## src/rtl/core/rbbd_pkg.sv

```systemverilog
`default_nettype none

package rbbd_pkg;

   // Pixel and weight widths
   localparam int PixelWidth  = 16;
   localparam int WeightWidth = 8;
   localparam int PctWidth    = 7;

   // Configuration port
   localparam int CsrAddrWidth = 3;
   localparam int CsrDataWidth = 32;

   // Register index, taken from the word address bit of paddr
   localparam logic BrightnessIndex = 1'b0;

   // Blend arithmetic
   localparam logic [8:0]  WeightOne  = 9'd256;
   localparam logic [14:0] BlendRound = 15'd128;

   // Dimming arithmetic
   localparam logic [PctWidth-1:0] BrightnessReset = 7'd100;
   localparam logic [PctWidth-1:0] PercentFull     = 7'd100;
   localparam logic [12:0]         PercentRound    = 13'd50;

   // floor(x / 100) == (x * 5243) >> 19 for every x below 43690
   localparam logic [12:0] RecipMul   = 13'd5243;
   localparam int          RecipShift = 19;

   // (a * (256 - w) + b * w + 128) >> 8 on one channel of up to 6 bits
   function automatic logic [5:0] blend_ch(input logic [5:0] a,
                                           input logic [5:0] b,
                                           input logic [WeightWidth-1:0] w);
      logic [14:0] sum;
      sum = 15'(a) * 15'(WeightOne - 9'(w)) + 15'(b) * 15'(w) + BlendRound;
      return sum[13:8];
   endfunction

   // Blend two RGB565 pixels channel by channel
   function automatic logic [PixelWidth-1:0] blend_pixel(
      input logic [PixelWidth-1:0]  a,
      input logic [PixelWidth-1:0]  b,
      input logic [WeightWidth-1:0] w);
      logic [5:0] r;
      logic [5:0] g;
      logic [5:0] bl;
      r  = blend_ch({1'b0, a[15:11]}, {1'b0, b[15:11]}, w);
      g  = blend_ch(a[10:5], b[10:5], w);
      bl = blend_ch({1'b0, a[4:0]}, {1'b0, b[4:0]}, w);
      return {r[4:0], g, bl[4:0]};
   endfunction

endpackage

`default_nettype wire

```

## src/rtl/core/rgb565_bilinear_blend_dimmer.sv

```systemverilog
`default_nettype none

// Channel   | Direction | Handshake             | Payload
// ----------+-----------+-----------------------+------------------------------------------
// req_      | in        | req_valid / req_ready | top_left, top_right, bottom_left,
//           |           |                       | bottom_right (RGB565), weight_x, weight_y
// rsp_      | out       | rsp_valid / rsp_ready | pixel_out (RGB565)
// csr_      | in/out    | APB, pready tied high | brightness_percent at byte address 0
//
// Four register stages: horizontal blend, vertical blend, brightness product,
// reciprocal multiply for the divide by 100; one multiplier level per stage sets
// that depth. A req_ transfer in every cycle is sustained while rsp_ready is high.
// An item moves through the stage registers in order; rsp_valid is the last stage's valid bit.
// Reset clears the stage valid bits and loads brightness 100 (pass-through).
// A stall on rsp_ready backs up stage by stage; nothing is dropped or repeated.

module rgb565_bilinear_blend_dimmer (
   input  wire logic                                clock,
   input  wire logic                                reset,

   input  wire logic                                req_valid,
   output      logic                                req_ready,
   input  wire logic [rbbd_pkg::PixelWidth-1:0]     req_top_left,
   input  wire logic [rbbd_pkg::PixelWidth-1:0]     req_top_right,
   input  wire logic [rbbd_pkg::PixelWidth-1:0]     req_bottom_left,
   input  wire logic [rbbd_pkg::PixelWidth-1:0]     req_bottom_right,
   input  wire logic [rbbd_pkg::WeightWidth-1:0]    req_weight_x,
   input  wire logic [rbbd_pkg::WeightWidth-1:0]    req_weight_y,

   output      logic                                rsp_valid,
   input  wire logic                                rsp_ready,
   output      logic [rbbd_pkg::PixelWidth-1:0]     rsp_pixel_out,

   input  wire logic                                csr_psel,
   input  wire logic                                csr_penable,
   input  wire logic                                csr_pwrite,
   input  wire logic [rbbd_pkg::CsrAddrWidth-1:0]   csr_paddr,
   input  wire logic [rbbd_pkg::CsrDataWidth-1:0]   csr_pwdata,
   output      logic [rbbd_pkg::CsrDataWidth-1:0]   csr_prdata,
   output      logic                                csr_pready
);

   // ---------------------------------------------------------------
   // Configuration register
   // ---------------------------------------------------------------
   logic [rbbd_pkg::PctWidth-1:0] pct_ff;
   logic [rbbd_pkg::PctWidth-1:0] pct_in;
   logic                          csr_sel_bright;

   assign csr_pready     = 1'b1;
   assign csr_sel_bright = (csr_paddr[2] == rbbd_pkg::BrightnessIndex);

   always_comb begin
      pct_in = pct_ff;
      // Commit on the access phase of a write to the brightness word
      if (csr_psel && csr_penable && csr_pwrite && csr_pready && csr_sel_bright) begin
         pct_in = csr_pwdata[rbbd_pkg::PctWidth-1:0];
      end
   end

   always_ff @(posedge clock) begin
      if (reset) begin
         pct_ff <= rbbd_pkg::BrightnessReset;
      end else begin
         pct_ff <= pct_in;
      end
   end

   // Reads of any other word return zero
   assign csr_prdata = csr_sel_bright ?
                       rbbd_pkg::CsrDataWidth'(pct_ff) : '0;

   // ---------------------------------------------------------------
   // Stage flow control: a stage loads when empty or when it moves on
   // ---------------------------------------------------------------
   logic v1_ff, v2_ff, v3_ff, v4_ff;
   logic v1_in, v2_in, v3_in, v4_in;
   logic rdy1, rdy2, rdy3, rdy4;

   assign rdy4 = !v4_ff || rsp_ready;
   assign rdy3 = !v3_ff || rdy4;
   assign rdy2 = !v2_ff || rdy3;
   assign rdy1 = !v1_ff || rdy2;

   assign req_ready = rdy1;
   assign rsp_valid = v4_ff;

   always_comb begin
      v1_in = rdy1 ? req_valid : v1_ff;
      v2_in = rdy2 ? v1_ff     : v2_ff;
      v3_in = rdy3 ? v2_ff     : v3_ff;
      v4_in = rdy4 ? v3_ff     : v4_ff;
   end

   always_ff @(posedge clock) begin
      if (reset) begin
         v1_ff <= 1'b0;
         v2_ff <= 1'b0;
         v3_ff <= 1'b0;
         v4_ff <= 1'b0;
      end else begin
         v1_ff <= v1_in;
         v2_ff <= v2_in;
         v3_ff <= v3_in;
         v4_ff <= v4_in;
      end
   end

   // ---------------------------------------------------------------
   // Stage 1: horizontal blend of both rows
   // ---------------------------------------------------------------
   logic [rbbd_pkg::PixelWidth-1:0]  s1_top_ff, s1_top_in;
   logic [rbbd_pkg::PixelWidth-1:0]  s1_bot_ff, s1_bot_in;
   logic [rbbd_pkg::WeightWidth-1:0] s1_wy_ff,  s1_wy_in;

   always_comb begin
      s1_top_in = rbbd_pkg::blend_pixel(req_top_left, req_top_right, req_weight_x);
      s1_bot_in = rbbd_pkg::blend_pixel(req_bottom_left, req_bottom_right, req_weight_x);
      s1_wy_in  = req_weight_y;
   end

   always_ff @(posedge clock) begin
      if (rdy1) begin
         s1_top_ff <= s1_top_in;
         s1_bot_ff <= s1_bot_in;
         s1_wy_ff  <= s1_wy_in;
      end
   end

   // ---------------------------------------------------------------
   // Stage 2: vertical blend of the row results
   // ---------------------------------------------------------------
   logic [rbbd_pkg::PixelWidth-1:0] s2_mix_ff, s2_mix_in;

   assign s2_mix_in = rbbd_pkg::blend_pixel(s1_top_ff, s1_bot_ff, s1_wy_ff);

   always_ff @(posedge clock) begin
      if (rdy2) begin
         s2_mix_ff <= s2_mix_in;
      end
   end

   // ---------------------------------------------------------------
   // Stage 3: channel * percent + 50; 100 and above bypasses dimming
   // ---------------------------------------------------------------
   logic                            s3_pass_ff, s3_pass_in;
   logic [rbbd_pkg::PixelWidth-1:0] s3_pix_ff,  s3_pix_in;
   logic [12:0]                     s3_r_ff,    s3_r_in;
   logic [12:0]                     s3_g_ff,    s3_g_in;
   logic [12:0]                     s3_b_ff,    s3_b_in;

   always_comb begin
      s3_pass_in = (pct_ff >= rbbd_pkg::PercentFull);
      s3_pix_in  = s2_mix_ff;
      s3_r_in    = 13'(s2_mix_ff[15:11]) * 13'(pct_ff) + rbbd_pkg::PercentRound;
      s3_g_in    = 13'(s2_mix_ff[10:5])  * 13'(pct_ff) + rbbd_pkg::PercentRound;
      s3_b_in    = 13'(s2_mix_ff[4:0])   * 13'(pct_ff) + rbbd_pkg::PercentRound;
   end

   always_ff @(posedge clock) begin
      if (rdy3) begin
         s3_pass_ff <= s3_pass_in;
         s3_pix_ff  <= s3_pix_in;
         s3_r_ff    <= s3_r_in;
         s3_g_ff    <= s3_g_in;
         s3_b_ff    <= s3_b_in;
      end
   end

   // ---------------------------------------------------------------
   // Stage 4: divide by 100 through the reciprocal, or pass through
   // ---------------------------------------------------------------
   logic [25:0]                     q_r, q_g, q_b;
   logic [rbbd_pkg::PixelWidth-1:0] s4_pix_ff, s4_pix_in;

   always_comb begin
      q_r = 26'(s3_r_ff) * 26'(rbbd_pkg::RecipMul);
      q_g = 26'(s3_g_ff) * 26'(rbbd_pkg::RecipMul);
      q_b = 26'(s3_b_ff) * 26'(rbbd_pkg::RecipMul);
      if (s3_pass_ff) begin
         s4_pix_in = s3_pix_ff;
      end else begin
         s4_pix_in = {q_r[rbbd_pkg::RecipShift +: 5],
                      q_g[rbbd_pkg::RecipShift +: 6],
                      q_b[rbbd_pkg::RecipShift +: 5]};
      end
   end

   always_ff @(posedge clock) begin
      if (rdy4) begin
         s4_pix_ff <= s4_pix_in;
      end
   end

   assign rsp_pixel_out = s4_pix_ff;

endmodule

`default_nettype wire

```

## config.mk

```make
export PLATFORM = sky130hd
export DESIGN_NAME = rgb565_bilinear_blend_dimmer
export DESIGN_NICKNAME = d
export VERILOG_FILES = /design/src/rtl/core/rbbd_pkg.sv /design/src/rtl/core/rgb565_bilinear_blend_dimmer.sv
export SDC_FILE = /design/constraint.sdc
export NUM_CORES = 2
export LEC_CHECK = 0
export ABC_AREA = 1
export ABC_CLOCK_PERIOD_IN_PS = 10750
export BUFFER_PORTS_ARGS = -buffer_cell sky130_fd_sc_hd__clkbuf_2
export CAP_MARGIN = 0
export CORE_AREA = 2 2 325 359
export CTS_BUF_LIST = sky130_fd_sc_hd__clkbuf_4 sky130_fd_sc_hd__clkbuf_8
export DETAILED_ROUTE_END_ITERATION = 12
export DIE_AREA = 0 0 327 361
export GPL_TIMING_DRIVEN = 0
export HOLD_SLACK_MARGIN = 0.15
export PLACE_DENSITY_LB_ADDON = 0.1
export SYNTH_ARGS = -nofsm -noshare
export SYNTH_HDL_FRONTEND = slang
export SYNTH_SLANG_ARGS = --single-unit
export TNS_END_PERCENT = 100
```

## constraint.sdc

```tcl
create_clock -name clock -period 10.75 [get_ports clock]
set_input_delay 1.075 -clock clock [delete_from_list [all_inputs] [get_ports clock]]
set_output_delay 1.075 -clock clock [all_outputs]
set_load 0.005 [all_outputs]
```

# Yosys cells after proc, flatten, opt, wreduce, memory -nomap -nowiden
# Index checks and enable logic that the tools add are counted.
op_classes:
  n_addsub: 23
  mul: 24
  n_div: 0
  order_cmp: 1
  n_eq_ne: 0
  shift: 0
  n_mux: 2
  bitwise: 1
  reduce_logical: 11
op_table:
  columns: ["operator", "n"]
  rows:
  - ["13-bit adder", 6]
  - ["13-bit by 8-bit adder with 13-bit output (second input constant)", 6]
  - ["5-bit by 8-bit multiplier with 13-bit output", 6]
  - ["5-bit by 15-bit multiplier with 13-bit output", 4]
  - ["13-bit by 13-bit multiplier with 24-bit output (second input constant)", 2]
  - ["6-bit by 15-bit multiplier with 14-bit output", 3]
  - ["14-bit adder", 3]
  - ["14-bit by 8-bit adder with 14-bit output (second input constant)", 3]
  - ["6-bit by 8-bit multiplier with 14-bit output", 3]
  - ["12-bit by 6-bit adder with 13-bit output (second input constant)", 2]
  - ["6-bit by 10-bit multiplier with 13-bit output", 2]
  - ["13-bit by 13-bit multiplier with 25-bit output (second input constant)", 1]
  - ["5-bit by 7-bit multiplier with 12-bit output", 2]
  - ["9-bit by 8-bit subtractor with 10-bit output (first input constant)", 2]
  - ["16-bit two-way mux", 1]
  - ["13-bit by 6-bit adder with 13-bit output (second input constant)", 1]
  - ["6-bit by 7-bit multiplier with 13-bit output", 1]
  - ["7-bit greater-or-equal comparator (second input constant)", 1]
  - ["7-bit two-way mux", 1]
  - ["1-bit logical NOT", 4]
  - ["1-bit logical OR", 4]
  - ["1-bit logical AND", 3]
  - ["1-bit inverter", 1]
totals:
  ff_bits: 139
  latchBits: 0
  mem_bits_rw: 0
  romBits: 0
  input_bits: 122
  output_inout_bits: 51
  word_cells: 77
  mem_count: 0

# Depth between registers and ports, before layout
depth:
  depth_word: 5
  mapped_depth: 32
  depth_no_buf: 30

# Worst setup path after synthesis
# OpenSTA, ideal clock, no wires.
synth_timing:
  kind: "input to register"
  from: "input req_weight_x[0] (netlist bit)"
  to: "register s1_top_ff[10] (netlist bit) (data pin)"
  setup_time_ps: 252
  arrival_time_ps: 6150
  t_required_ps: 10498
  slack_ps: 4347
  path_stages: 29
  path_buffers: 3
  cell_sequence: "buf_2 > buf_1 > inv_1 > ha_1 > nand3_4 > or2_4 > nor2_1 > nand2_1 > nand2_4 > buf_4 > nor2_1 > fa_1 > inv_1 > fa_1 > fa_1 > inv_1 > fa_1 > inv_1 > fa_1 > inv_1 > ha_1 > nand2_1 > inv_1 > a21oi_1 > o21bai_1 > a21oi_1 > inv_1 > nand2_1 > nand2_1"
synth_via:
  elab_chain_len: 4
  word_cells_on_any_way: 5
  cone_classes: "add/sub: 3; mul: 2"
synth_rtl:
  columns: ["item", "line", "source"]
  rows:
  - ["start, declared", "rgb565_bilinear_blend_dimmer.sv:27", "input wire logic [rbbd_pkg::WeightWidth-1:0] req_weight_x,"]
  - ["9-bit by 8-bit subtractor with 10-bit output", "rbbd_pkg.sv:35", "sum = 15'(a) * 15'(WeightOne - 9'(w)) + 15'(b) * 15'(w) + BlendRound;"]
  - ["6-bit by 15-bit multiplier with 14-bit output", "rbbd_pkg.sv:35", null]
  - ["14-bit adder (*)", "rbbd_pkg.sv:35", null]
  - ["14-bit by 8-bit adder with 14-bit output (*)", "rbbd_pkg.sv:35", null]
  - ["named net s1_top_in (one bit)", "rgb565_bilinear_blend_dimmer.sv:112", "logic [rbbd_pkg::PixelWidth-1:0] s1_top_ff, s1_top_in;"]
  - ["end signal, assigned", "rgb565_bilinear_blend_dimmer.sv:124", "s1_top_ff <= s1_top_in;"]
  - ["end, declared", "rgb565_bilinear_blend_dimmer.sv:112", null]
# Mark *: on every way through the listed nets, which the timed path passes. The rest lies on a longest branch.
# A chain may end at the register's enable or synchronous reset.

# Worst setup path in the final report
layout_timing:
  from: "input req_weight_x[0] (netlist bit)"
  to: "register s1_bot_ff[15] (netlist bit) (data pin)"
layout_via:
  elab_chain_len: 4
  word_cells_on_any_way: 5
  cone_classes: "add/sub: 3; mul: 2"
layout_rtl:
  columns: ["item", "line", "source"]
  rows:
  - ["9-bit by 8-bit subtractor with 10-bit output", "rbbd_pkg.sv:35", null]
  - ["5-bit by 15-bit multiplier with 13-bit output", "rbbd_pkg.sv:35", null]
  - ["13-bit adder (*)", "rbbd_pkg.sv:35", null]
  - ["13-bit by 8-bit adder with 13-bit output (*)", "rbbd_pkg.sv:35", null]
  - ["named net s1_bot_in (one bit)", "rgb565_bilinear_blend_dimmer.sv:113", "logic [rbbd_pkg::PixelWidth-1:0] s1_bot_ff, s1_bot_in;"]
  - ["end signal, assigned", "rgb565_bilinear_blend_dimmer.sv:125", "s1_bot_ff <= s1_bot_in;"]
  - ["end, declared", "rgb565_bilinear_blend_dimmer.sv:113", null]
# Marked as above.

==> results_dict.tcl <==
set metrics [dict create \
    status "finished, final reports clean" \
    postRouteAntennaNets 0 \
    gp_congestion 0.889 \
    fp.dieW_um 327 \
    critical_path_required_ps 11040 \
    dieArea_sq_um 118000 \
    drt-vias-per-instance 4.63 \
    grt_pass1_vias 36500 \
    area_delta_synth_final_pct 6.09 \
    hold_ws_ps 455 \
    path_class "in2reg" \
    synth_top_area_share 0.341 \
    multiInputGateArea_sq_um 33800 \
    numPlacedInstances 7341 \
    critPathMaxFanout 10 \
    grt_pass1_wl_um 198000 \
    period_minus_slack_ps 8590 \
    ys_seq_area_frac 0.0892 \
    grt.total_usage 0.217 \
    ys_ff_latch 139 \
    drt_iter0_markers 1540 \
    pin_count 173 \
    maxCapViolations 0 \
    cts.sinks 139 \
    yosys.area.top_type "fa_1" \
    grt_overflow 0 \
    tritoncts "done" \
    synth-edff-count 128 \
    vias 34100 \
    cts_root_buffer "clkbuf_8" \
    setup_tns_ps 0 \
    grt_max_degree 40 \
    setup_viol 0 \
    yosysWarnings 0 \
    ctsResizeCount 0 \
    routed_wl_um 122000 \
    hold_buffers 0 \
    end_kind "register" \
    finalHoldViolations 0 \
    async_flop_share 0 \
    start_util 0.400 \
    wire_per_inst_um 16.5 \
    num_rows 130 \
    synth_area_leaders "fa_1 (34%), ha_1 (19%), inv_1 (15%)" \
    nets 7446 \
    drive_gt1_frac 0.0388 \
    htreeDepth 4 \
    synthesis.area_sq_um 45600 \
    worst_pin_slew_ps 1320 \
    max_slew_margin 0.120 \
    path_clk_slew_ps 110 \
    core_area_sq_um 114000 \
    worstHoldPathType "reg2reg" \
    netlist_instances 5734 \
    max_clock_freq_ghz 0.116 \
    drc 0 \
    rsz0062_at_grt "no" \
    drv_slew 0 \
    first_pass_iters 7 \
    post_cts_buffers 0 \
    fill_cells 11900 \
    instances_no_fill 7377 \
    insertion_delay_ps 590 \
    syn_avg_cell_area_sq_um 7.94 \
    antenna_found_initial 5 \
    ff_latch_area_sq_um 4060 \
    synth_cell_types 55 \
    portBuffers 63 \
    finClkSkew_ps 26.0 \
    start_kind "input pin" \
    fin_crit_sh 0.799 \
    dp_hpwl_um 105000 \
    clockBufferDepth 2 \
    die_h_um 361 \
    arrival_ps 8880 \
    synthFlopType "edfxtp_1" \
    numCtsBuffers 17 \
]
-- critical path, cell delays in order --
cell	delay, ps
clkbuf_2	310
buf_2	430
buf_1	800
inv_1	110
ha_1	320
nand2_1	100
nand2_1	360
inv_2	400
clkbuf_1	710
nand2_1	190
fa_1	570
inv_1	50
fa_1	550
fa_1	430
fa_1	520
inv_1	70
fa_1	480
inv_1	40
ha_1	320
nand4_1	150
inv_1	90
nand2_1	50
o21ai_0	460
inv_1	90
nand2_1	80
nand2_1	120
-- cells in the mapped netlist (all sizes together) (6+ instances only) --
cell type	instances
a21o	18
a21oi	148
buf	74
clkbuf	115
dfxtp	11
edfxtp	128
fa	776
ha	706
inv	1816
nand2	1218
nand3	116
nand4	38
nor2	307
nor3	13
o211ai	6
o21ai	76
o21bai	14
or2	14
xnor2	43
xor2	53
-- through the flow --
step                area [sq um]  setup slack, ps  utilization
detailed placement         47900             1510        0.420
global placement           47900             1520        0.420
global route               48300             1870        0.424
CTS                        48300             2160        0.424
floorplan                  45600             4350            -
finish                     48300             2160        0.424
-- registers in the layout, indices dropped and copies added, names as in the netlist, 8 cells and up --
signal and flops:
s3_pix_ff 16, rsp_pixel_out 16, s1_top_ff 16, s1_wy_ff 8
s2_mix_ff 16, s3_g_ff 13, s3_b_ff 13, s1_bot_ff 16
s3_r_ff 13
-- final timing paths --
path / start / to / slack (ps) / cells past startpoint
setup / recovery: req_weight_x[0] / s1_bot_ff[15]$_DFFE_PP_ / 2160 / 26
hold reg to reg: v2_ff$_SDFFE_PP0P_ / v3_ff$_SDFFE_PP0P_ / 450 / 2
setup reg to reg: s1_wy_ff[0]$_DFFE_PP_ / s2_mix_ff[10]$_DFFE_PP_ / 3540 / 25
hold / removal: v2_ff$_SDFFE_PP0P_ / v3_ff$_SDFFE_PP0P_ / 450 / 2
-- per-layer routing --
metal	vias up	track usage	part of all wire
li1	16800	-	-
met1	16600	0.270	0.43
met2	557	0.391	0.50
met3	157	0.0229	0.034
met4	2	0.0715	0.035
met5	-	0	0.00011
-- cell usage in the layout, fill, tap and decap left out, types with 9 or more instances in the layout --
cell type | netlist | final
inv_1 | 1805 | 1804
nand2_1 | 1211 | 1210
fa_1 | 776 | 776
ha_1 | 706 | 706
nor2_1 | 294 | 294
a21oi_1 | 148 | 148
edfxtp_1 | 128 | 128
nand3_1 | 113 | 113
clkbuf_1 | 93 | 93
clkbuf_2 | 22 | 85
o21ai_0 | 71 | 71
xor2_1 | 53 | 53
xnor2_1 | 43 | 43
nand4_1 | 38 | 38
buf_4 | 29 | 29
conb_1 | 2 | 26
buf_2 | 22 | 22
buf_1 | 18 | 18
a21o_1 | 18 | 18
clkbuf_8 | 0 | 17
o21bai_1 | 12 | 12
inv_2 | 10 | 11
dfxtp_1 | 11 | 11
nor3_1 | 10 | 10
nor2_2 | 9 | 9
-- logic make-up after synthesis --
group | count (synthesis) | synth area share
AND/OR/NAND/NOR | 1715 | 0.151
buffers and inverters | 2008 | 0.170
XOR/XNOR | 96 | 0.0185
flip-flops | 139 | 0.0892
other | 2 | 0.000165
AO/OA/AOI/OAI | 292 | 0.0363
adder cells (fa/ha/maj) | 1482 | 0.535
-- layout make-up --
class | instances | share of cell area
multi-input cells | 3611 | 0.700
inverters | 1819 | 0.141
flip-flops and latches | 139 | 0.0841
well taps | 1518 | 0.0393
plain buffers | 189 | 0.0188
repair buffers | 65 | 0.00735
clock buffers | 17 | 0.00484
clock inverters | 15 | 0.00381
diodes | 4 | 0.000207
Power is left out: the tool's default activity adds up to more than one toggle a clock period on the data nets, which glitch-free logic cannot reach.
